[config.mk]
export PLATFORM = sky130hd
export DESIGN_NAME = led_chase_blink_sequencer_unit_flat
export DESIGN_NICKNAME = d
export VERILOG_FILES = /design/src/design/lcbs_pkg.sv /design/src/design/lcbs_req_if.sv /design/src/design/lcbs_res_if.sv /design/src/design/led_chase_blink_sequencer_unit.sv /design/src/flat_wrapper.sv
export SDC_FILE = /design/constraint.sdc
export NUM_CORES = 1
export LEC_CHECK = 0
export BUFFER_PORTS_ARGS = -buffer_cell sky130_fd_sc_hd__buf_4
export CAP_MARGIN = 20
export CORE_ASPECT_RATIO = 2
export CORE_MARGIN = 4
export CORE_UTILIZATION = 56
export CTS_CLUSTER_DIAMETER = 100
export DETAILED_ROUTE_END_ITERATION = 12
export GPL_ROUTABILITY_DRIVEN = 1
export PLACE_DENSITY = 0.77
export SLEW_MARGIN = 20
export SYNTH_ARGS = -nofsm -noshare
export SYNTH_HDL_FRONTEND = slang
export SYNTH_SLANG_ARGS = --single-unit
[constraint.sdc]
create_clock -name clk_i -period 6.2 [get_ports clk_i]
set_clock_uncertainty 0.15 [all_clocks]
set_input_delay 0.31 -clock clk_i [delete_from_list [all_inputs] [get_ports clk_i]]
set_output_delay 0.31 -clock clk_i [all_outputs]
set_load 0.02 [all_outputs]
[src/design/lcbs_pkg.sv]
// Types and constants of the LED chase and blink sequencer.
package lcbs_pkg;

  localparam int REQ_W     = 3;
  localparam int COLOR_W   = 8;
  localparam int RGB_W     = 24;
  localparam int IDX_W     = 3;
  localparam int TICK_W    = 16;
  localparam int TRAIL_W   = 3;
  localparam int CFG_IDX_W = 3;

  localparam logic [TICK_W-1:0]  TICKS_RESET = 16'd10;
  localparam logic [TRAIL_W-1:0] TRAIL_RESET = 3'd1;

  typedef enum logic [REQ_W-1:0] {
    REQ_TICK      = 3'd0,
    REQ_EQUAL     = 3'd1,
    REQ_RUN       = 3'd2,
    REQ_BLINK     = 3'd3,
    REQ_RUN_BLINK = 3'd4
  } req_e;

  typedef enum logic [CFG_IDX_W-1:0] {
    CFG_BLINK_ON  = 3'd0,
    CFG_BLINK_OFF = 3'd1,
    CFG_RUN_STEP  = 3'd2,
    CFG_TRAIL     = 3'd3,
    CFG_BLINK_RGB = 3'd4,
    CFG_RUN_RGB   = 3'd5
  } cfg_reg_e;

  typedef enum logic [1:0] {
    MODE_EQUAL = 2'd0,
    MODE_RUN   = 2'd1,
    MODE_BLINK = 2'd2,
    MODE_CHASE = 2'd3
  } mode_e;

  typedef enum logic {
    BURST_ALL  = 1'b0,
    BURST_PAIR = 1'b1
  } burst_e;

endpackage

[src/design/lcbs_req_if.sv]
// Request channel interface: ticks and mode commands.
interface lcbs_req_if;
  logic                            valid;
  logic                            ready;
  logic [lcbs_pkg::REQ_W-1:0]      req_type;
  logic [lcbs_pkg::COLOR_W-1:0]    red_in;
  logic [lcbs_pkg::COLOR_W-1:0]    green_in;
  logic [lcbs_pkg::COLOR_W-1:0]    blue_in;

  modport source(output valid, output req_type, output red_in, output green_in,
                 output blue_in, input ready);
  modport sink(input valid, input req_type, input red_in, input green_in,
               input blue_in, output ready);
endinterface

[src/design/lcbs_res_if.sv]
// Result channel interface: one LED color write per item.
interface lcbs_res_if;
  logic                            valid;
  logic                            ready;
  logic [lcbs_pkg::IDX_W-1:0]      led_index;
  logic [lcbs_pkg::COLOR_W-1:0]    red_out;
  logic [lcbs_pkg::COLOR_W-1:0]    green_out;
  logic [lcbs_pkg::COLOR_W-1:0]    blue_out;
  logic                            drive_enabled;
  logic                            last;

  modport source(output valid, output led_index, output red_out, output green_out,
                 output blue_out, output drive_enabled, output last, input ready);
  modport sink(input valid, input led_index, input red_out, input green_out,
               input blue_out, input drive_enabled, input last, output ready);
endinterface

[src/design/led_chase_blink_sequencer_unit.sv]
// Top level of the LED chase and blink sequencer.
// An accepted item is held in an input register and then evaluated, where it updates
// the effect state and may load a write burst into the burst register; each color
// write passes from the burst register to the output register. Items that cause no
// write pass at one per cycle while no burst is in progress. The write emitter issues
// one write per cycle while the output register can take it: NUM_LEDS writes for a full
// update (set equal, blink on or off) and two for a running or chase step, and the next
// item is evaluated in the cycle the last write of the burst is emitted. A stalled result
// channel holds the output register and the burst, and with them the input side.
module led_chase_blink_sequencer_unit #(
  parameter int NUM_LEDS   = 5,
  parameter int TIMER_BITS = 16
) (
  input  logic                            clk_i,
  input  logic                            rst_ni,
  input  logic                            cfg_we_i,
  input  logic [lcbs_pkg::CFG_IDX_W-1:0]  cfg_idx_i,
  input  logic [lcbs_pkg::RGB_W-1:0]      cfg_data_i,
  lcbs_req_if.sink                        req_i,
  lcbs_res_if.source                      res_o
);

  localparam int CW = (TIMER_BITS > lcbs_pkg::TICK_W) ? TIMER_BITS : lcbs_pkg::TICK_W;
  localparam logic [CW-1:0] TMAX_C = CW'({TIMER_BITS{1'b1}});
  localparam logic [lcbs_pkg::IDX_W-1:0] LAST_LED = lcbs_pkg::IDX_W'(NUM_LEDS - 1);
  localparam logic [lcbs_pkg::IDX_W:0] N_W = (lcbs_pkg::IDX_W + 1)'(NUM_LEDS);

  // Configuration registers.
  logic [lcbs_pkg::TICK_W-1:0]  on_ticks_q, off_ticks_q, step_ticks_q;
  logic [lcbs_pkg::TRAIL_W-1:0] trail_q;
  logic [lcbs_pkg::RGB_W-1:0]   blink_rgb_q, run_rgb_q;

  // Effect state.
  lcbs_pkg::mode_e              mode_q, mode_d;
  logic [lcbs_pkg::IDX_W-1:0]   lit_q, lit_d;
  logic                         on_q, on_d;
  logic [TIMER_BITS-1:0]        rt_q, rt_d, bt_q, bt_d;
  logic                         en_q, en_d;

  // Input register.
  logic                         iv_q;
  logic [lcbs_pkg::REQ_W-1:0]   ireq_q;
  logic [lcbs_pkg::RGB_W-1:0]   icol_q;

  // Burst register.
  logic                         bv_q;
  lcbs_pkg::burst_e             bkind_q, bkind_d;
  logic [lcbs_pkg::IDX_W-1:0]   bk_q;
  logic [lcbs_pkg::IDX_W-1:0]   bled_a_q, bled_b_q, bled_a_d, bled_b_d;
  logic [lcbs_pkg::RGB_W-1:0]   bcol_a_q, bcol_b_q, bcol_a_d, bcol_b_d;
  logic                         ben_q;
  logic                         go_d;

  // Output register.
  logic                         ov_q;
  logic [lcbs_pkg::IDX_W-1:0]   oled_q;
  logic [lcbs_pkg::RGB_W-1:0]   ocol_q;
  logic                         oen_q, olast_q;

  logic                         emit, emit_last, proc;
  logic [lcbs_pkg::IDX_W-1:0]   e_led;
  logic [lcbs_pkg::RGB_W-1:0]   e_col;

  logic [TIMER_BITS-1:0]        rt_inc, bt_inc, sat_step, sat_off;
  logic                         rt_ge_step, rt_ge_on, rt_ge_off, bt_ge_on, bt_ge_off;
  logic [lcbs_pkg::IDX_W-1:0]   next_pos, fade_pos;
  logic [lcbs_pkg::IDX_W:0]     trail_mod, fade_sum;

  assign emit_last = (bkind_q == lcbs_pkg::BURST_ALL) ? (bk_q == LAST_LED)
                                                      : (bk_q == lcbs_pkg::IDX_W'(1));
  assign emit      = bv_q && (!ov_q || res_o.ready);
  assign proc      = iv_q && (!bv_q || (emit && emit_last));
  assign req_i.ready = !iv_q || proc;

  always_comb begin
    if (bkind_q == lcbs_pkg::BURST_ALL) begin
      e_led = bk_q;
      e_col = bcol_a_q;
    end else if (bk_q == '0) begin
      e_led = bled_a_q;
      e_col = bcol_a_q;
    end else begin
      e_led = bled_b_q;
      e_col = bcol_b_q;
    end
  end

  // Timers count up and saturate; limits compare at the wider of the two widths.
  assign rt_inc = (rt_q == {TIMER_BITS{1'b1}}) ? rt_q : rt_q + 1'b1;
  assign bt_inc = (bt_q == {TIMER_BITS{1'b1}}) ? bt_q : bt_q + 1'b1;
  assign rt_ge_step = CW'(rt_inc) >= CW'(step_ticks_q);
  assign rt_ge_on   = CW'(rt_inc) >= CW'(on_ticks_q);
  assign rt_ge_off  = CW'(rt_inc) >= CW'(off_ticks_q);
  assign bt_ge_on   = CW'(bt_inc) >= CW'(on_ticks_q);
  assign bt_ge_off  = CW'(bt_inc) >= CW'(off_ticks_q);
  assign sat_step = (CW'(step_ticks_q) > TMAX_C) ? {TIMER_BITS{1'b1}}
                                                 : TIMER_BITS'(CW'(step_ticks_q));
  assign sat_off  = (CW'(off_ticks_q) > TMAX_C) ? {TIMER_BITS{1'b1}}
                                                : TIMER_BITS'(CW'(off_ticks_q));

  assign next_pos = (lit_q == LAST_LED) ? '0 : lit_q + 1'b1;

  always_comb begin
    trail_mod = {1'b0, trail_q};
    for (int i = 0; i < 4; i++) begin
      if (trail_mod >= N_W) begin
        trail_mod = trail_mod - N_W;
      end
    end
  end

  always_comb begin
    fade_sum = {1'b0, next_pos} + N_W - trail_mod;
    if (fade_sum >= N_W) begin
      fade_sum = fade_sum - N_W;
    end
  end
  assign fade_pos = fade_sum[lcbs_pkg::IDX_W-1:0];

  always_comb begin
    mode_d   = mode_q;
    lit_d    = lit_q;
    on_d     = on_q;
    rt_d     = rt_q;
    bt_d     = bt_q;
    en_d     = en_q;
    go_d     = 1'b0;
    bkind_d  = lcbs_pkg::BURST_ALL;
    bled_a_d = lit_q;
    bled_b_d = next_pos;
    bcol_a_d = '0;
    bcol_b_d = '0;
    case (lcbs_pkg::req_e'(ireq_q))
      lcbs_pkg::REQ_TICK: begin
        rt_d = rt_inc;
        bt_d = bt_inc;
        case (mode_q)
          lcbs_pkg::MODE_RUN: begin
            if (rt_ge_step) begin
              rt_d     = '0;
              go_d     = 1'b1;
              bkind_d  = lcbs_pkg::BURST_PAIR;
              bled_a_d = lit_q;
              bled_b_d = next_pos;
              bcol_b_d = run_rgb_q;
              lit_d    = next_pos;
            end
          end
          lcbs_pkg::MODE_BLINK: begin
            if (on_q) begin
              if (rt_ge_on) begin
                rt_d = '0;
                go_d = 1'b1;
                on_d = 1'b0;
              end
            end else if (rt_ge_off) begin
              rt_d     = '0;
              go_d     = 1'b1;
              bcol_a_d = blink_rgb_q;
              on_d     = 1'b1;
            end
          end
          lcbs_pkg::MODE_CHASE: begin
            if (on_q) begin
              if (bt_ge_on) begin
                bt_d = '0;
                go_d = 1'b1;
                on_d = 1'b0;
              end
            end else begin
              if (bt_ge_off) begin
                bt_d = '0;
              end
              if (bt_ge_off && (blink_rgb_q != '0)) begin
                go_d     = 1'b1;
                bcol_a_d = blink_rgb_q;
                on_d     = 1'b1;
              end else begin
                if (rt_ge_step) begin
                  rt_d = '0;
                end
                if (rt_ge_step && (run_rgb_q != '0)) begin
                  go_d     = 1'b1;
                  bkind_d  = lcbs_pkg::BURST_PAIR;
                  bled_a_d = next_pos;
                  bcol_a_d = run_rgb_q;
                  bled_b_d = fade_pos;
                  lit_d    = next_pos;
                end
              end
            end
          end
          default: begin
          end
        endcase
      end
      lcbs_pkg::REQ_EQUAL: begin
        en_d     = 1'b1;
        mode_d   = lcbs_pkg::MODE_EQUAL;
        go_d     = 1'b1;
        bcol_a_d = icol_q;
      end
      lcbs_pkg::REQ_RUN: begin
        mode_d = lcbs_pkg::MODE_RUN;
        lit_d  = '0;
        rt_d   = sat_step;
      end
      lcbs_pkg::REQ_BLINK: begin
        mode_d = lcbs_pkg::MODE_BLINK;
        on_d   = 1'b0;
        rt_d   = sat_off;
      end
      lcbs_pkg::REQ_RUN_BLINK: begin
        en_d   = 1'b1;
        mode_d = lcbs_pkg::MODE_CHASE;
        lit_d  = '0;
        on_d   = 1'b0;
        bt_d   = '0;
      end
      default: begin
      end
    endcase
  end

  always_ff @(posedge clk_i or negedge rst_ni) begin
    if (!rst_ni) begin
      on_ticks_q   <= lcbs_pkg::TICKS_RESET;
      off_ticks_q  <= lcbs_pkg::TICKS_RESET;
      step_ticks_q <= lcbs_pkg::TICKS_RESET;
      trail_q      <= lcbs_pkg::TRAIL_RESET;
      blink_rgb_q  <= '0;
      run_rgb_q    <= '0;
    end else if (cfg_we_i) begin
      case (lcbs_pkg::cfg_reg_e'(cfg_idx_i))
        lcbs_pkg::CFG_BLINK_ON:  on_ticks_q   <= cfg_data_i[lcbs_pkg::TICK_W-1:0];
        lcbs_pkg::CFG_BLINK_OFF: off_ticks_q  <= cfg_data_i[lcbs_pkg::TICK_W-1:0];
        lcbs_pkg::CFG_RUN_STEP:  step_ticks_q <= cfg_data_i[lcbs_pkg::TICK_W-1:0];
        lcbs_pkg::CFG_TRAIL:     trail_q      <= cfg_data_i[lcbs_pkg::TRAIL_W-1:0];
        lcbs_pkg::CFG_BLINK_RGB: blink_rgb_q  <= cfg_data_i;
        lcbs_pkg::CFG_RUN_RGB:   run_rgb_q    <= cfg_data_i;
        default: begin
        end
      endcase
    end
  end

  always_ff @(posedge clk_i or negedge rst_ni) begin
    if (!rst_ni) begin
      mode_q <= lcbs_pkg::MODE_EQUAL;
      lit_q  <= '0;
      on_q   <= 1'b0;
      rt_q   <= '0;
      bt_q   <= '0;
      en_q   <= 1'b0;
    end else if (proc) begin
      mode_q <= mode_d;
      lit_q  <= lit_d;
      on_q   <= on_d;
      rt_q   <= rt_d;
      bt_q   <= bt_d;
      en_q   <= en_d;
    end
  end

  always_ff @(posedge clk_i or negedge rst_ni) begin
    if (!rst_ni) begin
      iv_q <= 1'b0;
    end else if (req_i.valid && req_i.ready) begin
      iv_q <= 1'b1;
    end else if (proc) begin
      iv_q <= 1'b0;
    end
  end

  always_ff @(posedge clk_i) begin
    if (req_i.valid && req_i.ready) begin
      ireq_q <= req_i.req_type;
      icol_q <= {req_i.red_in, req_i.green_in, req_i.blue_in};
    end
  end

  always_ff @(posedge clk_i or negedge rst_ni) begin
    if (!rst_ni) begin
      bv_q    <= 1'b0;
      bk_q    <= '0;
      bkind_q <= lcbs_pkg::BURST_ALL;
    end else if (proc && go_d) begin
      bv_q    <= 1'b1;
      bk_q    <= '0;
      bkind_q <= bkind_d;
    end else if (emit && emit_last) begin
      bv_q <= 1'b0;
    end else if (emit) begin
      bk_q <= bk_q + 1'b1;
    end
  end

  always_ff @(posedge clk_i) begin
    if (proc && go_d) begin
      bled_a_q <= bled_a_d;
      bled_b_q <= bled_b_d;
      bcol_a_q <= bcol_a_d;
      bcol_b_q <= bcol_b_d;
      ben_q    <= en_d;
    end
  end

  always_ff @(posedge clk_i or negedge rst_ni) begin
    if (!rst_ni) begin
      ov_q <= 1'b0;
    end else if (emit) begin
      ov_q <= 1'b1;
    end else if (res_o.ready) begin
      ov_q <= 1'b0;
    end
  end

  always_ff @(posedge clk_i) begin
    if (emit) begin
      oled_q  <= e_led;
      ocol_q  <= e_col;
      oen_q   <= ben_q;
      olast_q <= emit_last;
    end
  end

  assign res_o.valid         = ov_q;
  assign res_o.led_index     = oled_q;
  assign res_o.red_out       = ocol_q[23:16];
  assign res_o.green_out     = ocol_q[15:8];
  assign res_o.blue_out      = ocol_q[7:0];
  assign res_o.drive_enabled = oen_q;
  assign res_o.last          = olast_q;

endmodule

[src/flat_wrapper.sv]
// flat-port wrapper written by rule: the top's interface ports become plain ports
module led_chase_blink_sequencer_unit_flat 
#(
  parameter int NUM_LEDS   = 5,
  parameter int TIMER_BITS = 16
)
  (clk_i, rst_ni, cfg_we_i, cfg_idx_i, cfg_data_i, req_i_valid, req_i_req_type, req_i_red_in, req_i_green_in, req_i_blue_in, req_i_ready, res_o_valid, res_o_led_index, res_o_red_out, res_o_green_out, res_o_blue_out, res_o_drive_enabled, res_o_last, res_o_ready);
  lcbs_req_if req_i_i ();
  lcbs_res_if res_o_i ();
  input  logic clk_i;
  input  logic rst_ni;
  input  logic cfg_we_i;
  input  logic [lcbs_pkg::CFG_IDX_W-1:0] cfg_idx_i;
  input  logic [lcbs_pkg::RGB_W-1:0] cfg_data_i;
  input wire logic [$bits(req_i_i.valid)-1:0] req_i_valid;
  input wire logic [$bits(req_i_i.req_type)-1:0] req_i_req_type;
  input wire logic [$bits(req_i_i.red_in)-1:0] req_i_red_in;
  input wire logic [$bits(req_i_i.green_in)-1:0] req_i_green_in;
  input wire logic [$bits(req_i_i.blue_in)-1:0] req_i_blue_in;
  output wire logic [$bits(req_i_i.ready)-1:0] req_i_ready;
  output wire logic [$bits(res_o_i.valid)-1:0] res_o_valid;
  output wire logic [$bits(res_o_i.led_index)-1:0] res_o_led_index;
  output wire logic [$bits(res_o_i.red_out)-1:0] res_o_red_out;
  output wire logic [$bits(res_o_i.green_out)-1:0] res_o_green_out;
  output wire logic [$bits(res_o_i.blue_out)-1:0] res_o_blue_out;
  output wire logic [$bits(res_o_i.drive_enabled)-1:0] res_o_drive_enabled;
  output wire logic [$bits(res_o_i.last)-1:0] res_o_last;
  input wire logic [$bits(res_o_i.ready)-1:0] res_o_ready;
  assign req_i_i.valid = req_i_valid;
  assign req_i_i.req_type = req_i_req_type;
  assign req_i_i.red_in = req_i_red_in;
  assign req_i_i.green_in = req_i_green_in;
  assign req_i_i.blue_in = req_i_blue_in;
  assign req_i_ready = req_i_i.ready;
  assign res_o_valid = res_o_i.valid;
  assign res_o_led_index = res_o_i.led_index;
  assign res_o_red_out = res_o_i.red_out;
  assign res_o_green_out = res_o_i.green_out;
  assign res_o_blue_out = res_o_i.blue_out;
  assign res_o_drive_enabled = res_o_i.drive_enabled;
  assign res_o_last = res_o_i.last;
  assign res_o_i.ready = res_o_ready;
  led_chase_blink_sequencer_unit #(.NUM_LEDS(NUM_LEDS), .TIMER_BITS(TIMER_BITS)) u_core (.clk_i(clk_i), .rst_ni(rst_ni), .cfg_we_i(cfg_we_i), .cfg_idx_i(cfg_idx_i), .cfg_data_i(cfg_data_i), .req_i(req_i_i), .res_o(res_o_i));
endmodule
; ---- Yosys cells after proc, flatten, opt, wreduce, memory -nomap -nowiden
; Index checks and enable logic that the tools add are counted.
[totals]
regBits = 256
in_bits = 59
output_inout_bits = 31
[op_classes]
addsub = 11
n_lt_le_gt_ge = 12
eq_ne = 21
mux = 80
reduce_logical = 43
[op_table]
columns = cell, count
row1 = 16-bit two-way mux, 14
row2 = 24-bit two-way mux, 7
row3 = 16-bit one-hot mux with 3 select lines, 2
row4 = 24-bit one-hot mux with 2 select lines, 2
row5 = 16-bit >= comparator, 5
row6 = 3-bit two-way mux, 18
row7 = 24-bit nonzero test, 2
row8 = "16-bit by 1-bit adder with 16-bit output, second input constant", 2
row9 = "16-bit == test, second input constant", 2
row10 = "16-bit > comparator, second input constant", 2
row11 = 16-bit one-hot mux with 2 select lines, 1
row12 = 1-bit two-way mux, 24
row13 = 2-bit AND reduction, 10
row14 = "4-bit by 3-bit >= comparator with 1-bit output, second input constant", 4
row15 = 4-bit two-way mux, 4
row16 = "3-bit == test, second input constant", 5
row17 = 2-bit nonzero test, 7
row18 = "3-bit by 2-bit == test with 1-bit output, second input constant", 4
row19 = 3-bit one-hot mux with 2 select lines, 2
row20 = "4-bit by 3-bit subtractor with 4-bit output, second input constant", 3
row21 = "3-bit by 1-bit == test with 1-bit output, second input constant", 3
row22 = 3-bit logical NOT, 3
row23 = "3-bit by 2-bit != test with 1-bit output, second input constant", 3
row24 = 1-bit one-hot mux with 2 select lines, 4
row25 = 19 further kinds, 34

; ---- Longest topological paths before layout
[logic_depth]
ltp_word = 16
mapped_depth = 37
depth_no_buf = 34

; ---- Worst setup path before layout
; No wires, ideal clock.
[synth_timing]
kind = flip-flop to flip-flop
startpoint = register u_core.trail_q[0] in the netlist's numbering
endpoint = register u_core.bled_b_q[0] in the netlist's numbering (data pin)
setup_ns = 0.269
arrival_ns = 6.106
required_time_ns = 5.781
path_slack_ns = -0.325
path_stages_with_launch = 37
synth_period_minus_slack_ns = 6.525
cell_sequence = dfstp_2 > buf_2 > inv_1 > ha_1 > inv_1 > ha_1 > buf_2 > a21o_1 > buf_6 > mux2i_1 > inv_1 > ha_1 > or3_1 > a221oi_1 > a211o_1 > inv_1 > ha_1 > inv_1 > o21a_1 > a31o_2 > nor2_1 > o41ai_1 > o21ai_0 > inv_1 > ha_1 > nor2_1 > a31oi_1 > ha_1 > inv_1 > ha_1 > fa_1 > xnor2_1 > a221o_1 > o221ai_2 > nand2_2 > xnor2_1 > mux2i_1
[synth_via]
elab_chain_len = 16
elab_cells_between_ends = 21
[synth_rtl]
columns = item, line_no
row1 = "start, declared", led_chase_blink_sequencer_unit.sv:30  ; logic [lcbs_pkg::TRAIL_W-1:0] trail_q;
row2 = "start signal, assigned", led_chase_blink_sequencer_unit.sv:230  ; trail_q <= lcbs_pkg::TRAIL_RESET;
row3 = "start signal, assigned", led_chase_blink_sequencer_unit.sv:238  ; lcbs_pkg::CFG_TRAIL: trail_q <= cfg_data_i[lcbs_pkg::TRAIL_W-1:0];
row4 = 3-bit by 3-bit subtractor with 4-bit output or 3-bit >= comparator (tied branches), "led_chase_blink_sequencer_unit.sv:107, led_chase_blink_sequencer_unit.sv:106"
row5 = 4-bit two-way mux (*), led_chase_blink_sequencer_unit.sv:106  ; if (trail_mod >= N_W) begin
row6 = 4-bit by 3-bit subtractor with 4-bit output or 4-bit by 3-bit >= comparator with 1-bit output (tied branches), "led_chase_blink_sequencer_unit.sv:107, led_chase_blink_sequencer_unit.sv:106"
row7 = 4-bit two-way mux (*), led_chase_blink_sequencer_unit.sv:106
row8 = 4-bit by 3-bit subtractor with 4-bit output or 4-bit by 3-bit >= comparator with 1-bit output (tied branches), "led_chase_blink_sequencer_unit.sv:107, led_chase_blink_sequencer_unit.sv:106"
row9 = 4-bit two-way mux (*), led_chase_blink_sequencer_unit.sv:106
row10 = 4-bit by 3-bit subtractor with 4-bit output or 4-bit by 3-bit >= comparator with 1-bit output (tied branches), "led_chase_blink_sequencer_unit.sv:107, led_chase_blink_sequencer_unit.sv:106"
row11 = 4-bit two-way mux (*), led_chase_blink_sequencer_unit.sv:106
row12 = 4-bit subtractor (*), led_chase_blink_sequencer_unit.sv:113  ; fade_sum = {1'b0, next_pos} + N_W - trail_mod;
row13 = 4-bit by 3-bit >= comparator with 1-bit output or 3-bit subtractor (tied branches), "led_chase_blink_sequencer_unit.sv:114, led_chase_blink_sequencer_unit.sv:115"
row14 = 3-bit two-way mux (*), led_chase_blink_sequencer_unit.sv:114  ; if (fade_sum >= N_W) begin
row15 = 3-bit two-way mux (*), led_chase_blink_sequencer_unit.sv:182  ; if (rt_ge_step && (run_rgb_q != '0)) begin
row16 = 3-bit two-way mux (*), led_chase_blink_sequencer_unit.sv:174  ; if (bt_ge_off && (blink_rgb_q != '0)) begin
row17 = 3-bit two-way mux (*), led_chase_blink_sequencer_unit.sv:164  ; if (on_q) begin
row18 = 3-bit two-way mux (*), --
row19 = 3-bit two-way mux (*), led_chase_blink_sequencer_unit.sv:133  ; case (lcbs_pkg::req_e'(ireq_q))
row20 = "named net u_core.bled_b_d, one bit", led_chase_blink_sequencer_unit.sv:49  ; logic [lcbs_pkg::IDX_W-1:0] bled_a_q, bled_b_q, bled_a_d, bled_b_d;
row21 = "end signal, assigned", led_chase_blink_sequencer_unit.sv:301  ; bled_b_q <= bled_b_d;
row22 = "end, declared", led_chase_blink_sequencer_unit.sv:49
; Mark *: on every way through the listed nets, which the timed path passes. The rest lies on a longest branch.
; A chain may end at the register's enable or synchronous reset.

; ---- Worst setup path in the final report
; Same ends and word-level chain as after synthesis.

==> results.sh <==
export IMPL_status="finished clean"
export IMPL_mostFrequentLayoutCells="nand2_1, dfrtp_1, buf_4"
export IMPL_nets=1602
export IMPL_die_x_um=120.1
export IMPL_clkPwrFrac_pct=20.4
export IMPL_final_cells=1794
export IMPL_worst_slew_pin_slew_ns=0.9766
export IMPL_grt_pass1_wl_um=56210
export IMPL_grt_use_total_pct=25.27
export IMPL_drt_total_wl_um=35030
export IMPL_maxCapViolations=0
export IMPL_synthFlopType="dfrtp_1"
export IMPL_nFillCells=1850
export IMPL_place_gp_congestion=0.8661
export IMPL_die_y_um=232.3
export IMPL_boundaryPins=90
export IMPL_p_sw_share_pct=38.58
export IMPL_synth_compound_area_share_pct=14.40
export IMPL_dr_total_vias=10670
export IMPL_synth_simple_gate_area_share_pct=13.12
export IMPL_sequentialPowerShare_pct=33.8
export IMPL_synth_mux_area_share_pct=8.653
export IMPL_arrival_ns=6.30
export IMPL_final_area_um2=16770
export IMPL_place_ws_ns=-0.2308
export IMPL_critPathMaxStageDelay_ns=0.54
export IMPL_io_buffer_count=89
export IMPL_drive_gt1_share_pct=22.23
export IMPL_slew_violations=0
export IMPL_grt_pass1_vias=11126
export IMPL_power_density_nw_per_um2=446.3
export IMPL_yosysWarnings=0
export IMPL_syn_nets=1448
export IMPL_die_area_um2=27900
export IMPL_path_common_cell="ha_2"
export IMPL_routedWlPerCell_um=19.53
export IMPL_period_share_pct=99.63
export IMPL_wl_met2_um=19470
export IMPL_setup_violations=0
export IMPL_via_per_inst=5.948
export IMPL_detail_route_iter0_violations=690
export IMPL_placed_cells=1683
export IMPL_antenna_found_initial=0
export IMPL_min_path_type="input port to flop"
export IMPL_grt_max_degree=105
export IMPL_synth_xor_area_share_pct=1.617
export IMPL_crit_fanout=5
export IMPL_power_leakage_uw=0.007180
export IMPL_cpMaxStageDelayCell="dfstp_2"
export IMPL_drc_errors=0
export IMPL_synth_area_um2=14080
export IMPL_numClockSinks=256
export IMPL_period_needed_ns=6.177
export IMPL_diodes=0
export IMPL_start_util_pct=57.19
export IMPL_cts_buffers=24
export IMPL_rows=81
export IMPL_grt_overflow_total=0
export IMPL_multiInputGateArea_um2=6761
export IMPL_first_pass_iters=5
export IMPL_syn_area_per_cell_um2=10.92
export IMPL_ant_nets=0
export IMPL_relSlewSlack_pct=34.89
export IMPL_fp_coreArea_um2=24630
export IMPL_synth_cell_types=82
export IMPL_net_switching_power_uw=2888
export IMPL_dp_hpwl_um=25570
export IMPL_power_frac_comb_pct=45.8
export IMPL_startpoint_type="flop"
export IMPL_timing_fmax_ghz=0.1619
export IMPL_wl_met3_um=1179
export IMPL_area_delta_synth_final_pct=19.11
export IMPL_ir_drop_v=0.0003305
export IMPL_h_tree_depth=1
export IMPL_cp_data_required_time_ns=6.32
export IMPL_tritoncts="done"
export IMPL_clock_path_buffers=3
export IMPL_grt_setup_unrepaired="yes"
export IMPL_synth_edf_count=111
export IMPL_insertion_delay_ns=0.54
export IMPL_end_kind="flop"
export IMPL_p_int_uw=4598
export IMPL_dr_max_layer_used="met4"
export IMPL_async_flop_share_pct=56.64
export IMPL_synth_fa_ha_area_share_pct=8.849
export IMPL_wl_met1_um=12390
export IMPL_cts_root_buf="clkbuf_16"
export IMPL_place_area_um2=15260
export IMPL_syn_inst=1290
export IMPL_mostFrequentLayoutCell="nand2_1"
export IMPL_hold_viol_final=0
export IMPL_yosysSeqAreaShare_pct=49.49
export IMPL_synth_ff_latch_count=256
export IMPL_seqCellArea_um2=6972
export IMPL_clk_pin_slew_ns=0.06
export IMPL_criticalPathCategory="flop to flop"
export IMPL_synth_top_family_by_area="compound AO/OA/AOI/OAI gates"
export IMPL_worst_slack_ns=0.02313
-- Yosys cell counts, drive strengths merged, types with 3 or more instances --
| cell type | instances | area share [%] |
|---|---|---|
| and4 | 4 | 0.25 |
| edfxtp | 111 | 24 |
| o32ai | 6 | 0.37 |
| and2 | 31 | 1.4 |
| xnor2 | 22 | 1.4 |
| o221ai | 5 | 0.44 |
| a21o | 25 | 1.3 |
| nor3 | 16 | 0.64 |
| a21oi | 50 | 1.9 |
| o31ai | 7 | 0.37 |
| dfstp | 7 | 1.3 |
| a2111oi | 6 | 0.68 |
| ha | 98 | 8.7 |
| nand3b | 3 | 0.16 |
| o21a | 6 | 0.32 |
| and3 | 8 | 0.39 |
| buf | 16 | 0.69 |
| a211oi | 5 | 0.30 |
| o21ai | 107 | 3.8 |
| nand4 | 19 | 0.99 |
| nor2 | 47 | 1.3 |
| mux2i | 28 | 2.0 |
| a22o | 15 | 0.93 |
| nand2b | 19 | 0.84 |
| clkbuf | 35 | 0.93 |
| o22ai | 7 | 0.31 |
| nand2 | 142 | 3.8 |
| nand4b | 3 | 0.19 |
| or2 | 5 | 0.22 |
| mux2 | 83 | 6.7 |
| inv | 84 | 2.2 |
| or3 | 13 | 0.58 |
| dfrtp | 138 | 25 |
| nor3b | 8 | 0.43 |
| a21bo | 4 | 0.28 |
| nand3 | 20 | 0.78 |
| o211ai | 3 | 0.16 |
| nor2b | 6 | 0.27 |
| o2bb2ai | 4 | 0.25 |
| xor2 | 4 | 0.25 |
| nor4 | 13 | 0.58 |
| a22oi | 26 | 1.4 |
-- metrics by stage --
stage	total power [µW]	hold slack [ns]	utilization, %	setup TNS (ns)
2_1_floorplan	4777	-0.1356	-	-0.05990
3_3_place_gp	5503	0.2810	61.95	0
3_5_place_dp	5674	0.3031	61.95	-0.5677
4_1_cts	7331	0.09640	67.74	0
5_1_grt	7966	0.1013	68.11	-0.7313
6_report	7486	0.1141	68.11	0
-- area by class of cell --
type | count | area share, %
flip-flops and latches | 256 | 41.56
multi-input cells | 899 | 40.31
repair buffers | 179 | 8.913
clock buffers | 32 | 4.214
well taps | 332 | 2.476
inverters | 84 | 1.880
clock inverters | 12 | 0.6489
-- registers in the layout, summed over array words and instances, names as in the netlist, 2 cells and up --
signal	flops
u_core.bcol_a_q	24
u_core.bcol_b_q	24
u_core.blink_rgb_q	24
u_core.icol_q	24
u_core.ocol_q	24
u_core.run_rgb_q	24
u_core.bt_q	16
u_core.off_ticks_q	16
u_core.on_ticks_q	16
u_core.rt_q	16
u_core.step_ticks_q	16
u_core.bk_q	3
u_core.bled_a_q	3
u_core.bled_b_q	3
u_core.ireq_q	3
u_core.lit_q	3
u_core.res_o.led_index	3
u_core.trail_q	3
u_core.mode_q	2
-- final timing paths --
kind                                   start                  to  slack (ns)  cells past startpoint
setup / recovery           u_core.trail_q[0]  u_core.bled_b_q[0]        0.02                     31
hold / removal                      cfg_we_i   u_core.trail_q[2]        0.11                      3
setup reg to reg           u_core.trail_q[0]  u_core.bled_b_q[0]        0.02                     31
hold reg to reg                  u_core.en_q         u_core.en_q        0.33                      1
max in group asynchronous             rst_ni  u_core.res_o.valid        4.41                      3
min in group asynchronous             rst_ni     u_core.bt_q[14]        0.33                      2
-- power groups by stage --
| stage | Combinational, µW | Sequential, µW | Clock, µW |
|---|---|---|---|
| 2_1_floorplan | 2260 | 2520 | 0 |
| 3_3_place_gp | 2970 | 2530 | 0 |
| 3_5_place_dp | 3120 | 2550 | 0 |
| 4_1_cts | 3260 | 2520 | 1550 |
| 5_1_grt | 3770 | 2570 | 1630 |
| 6_report | 3430 | 2530 | 1530 |
-- cell families (layout without fill, tap and decap cells) --
family / count (synthesis) / after routing
AND/OR/NAND/NOR: 363 / 363
buffers and inverters: 135 / 307
AO/OA/AOI/OAI: 300 / 300
adder cells (fa/ha/maj): 99 / 99
XOR/XNOR: 26 / 26
flip-flops: 256 / 256
multiplexers: 111 / 111
-- critical path: cells and delay by family, from the launching register on --
family | cells | cell delay [ns]
buffers and inverters | 5 | 0.44
and+or+nand+nor | 4 | 0.55
adders and majority gates | 7 | 1.53
xor gates and xnor gates | 2 | 0.31
DFF | 1 | 0.54
muxes | 3 | 0.44
AOI/OAI and AO/OA | 10 | 1.95
-- metal layers --
layer	GRT usage, %	up-vias
li1	-	5013
met1	25.79	5256
met2	48.86	289
met3	2.999	112
met4	13.77	0
met5	0	-
-- timing repair --
action	4_1_cts	5_1_grt
hold endpoints to repair	224	0
resized for setup	6	10
hold buffers	54	0
setup endpoints to repair	3	3
pin swaps	4	13
buffers inserted	7	6
Note: power is estimated with default switching activity, not from simulation.
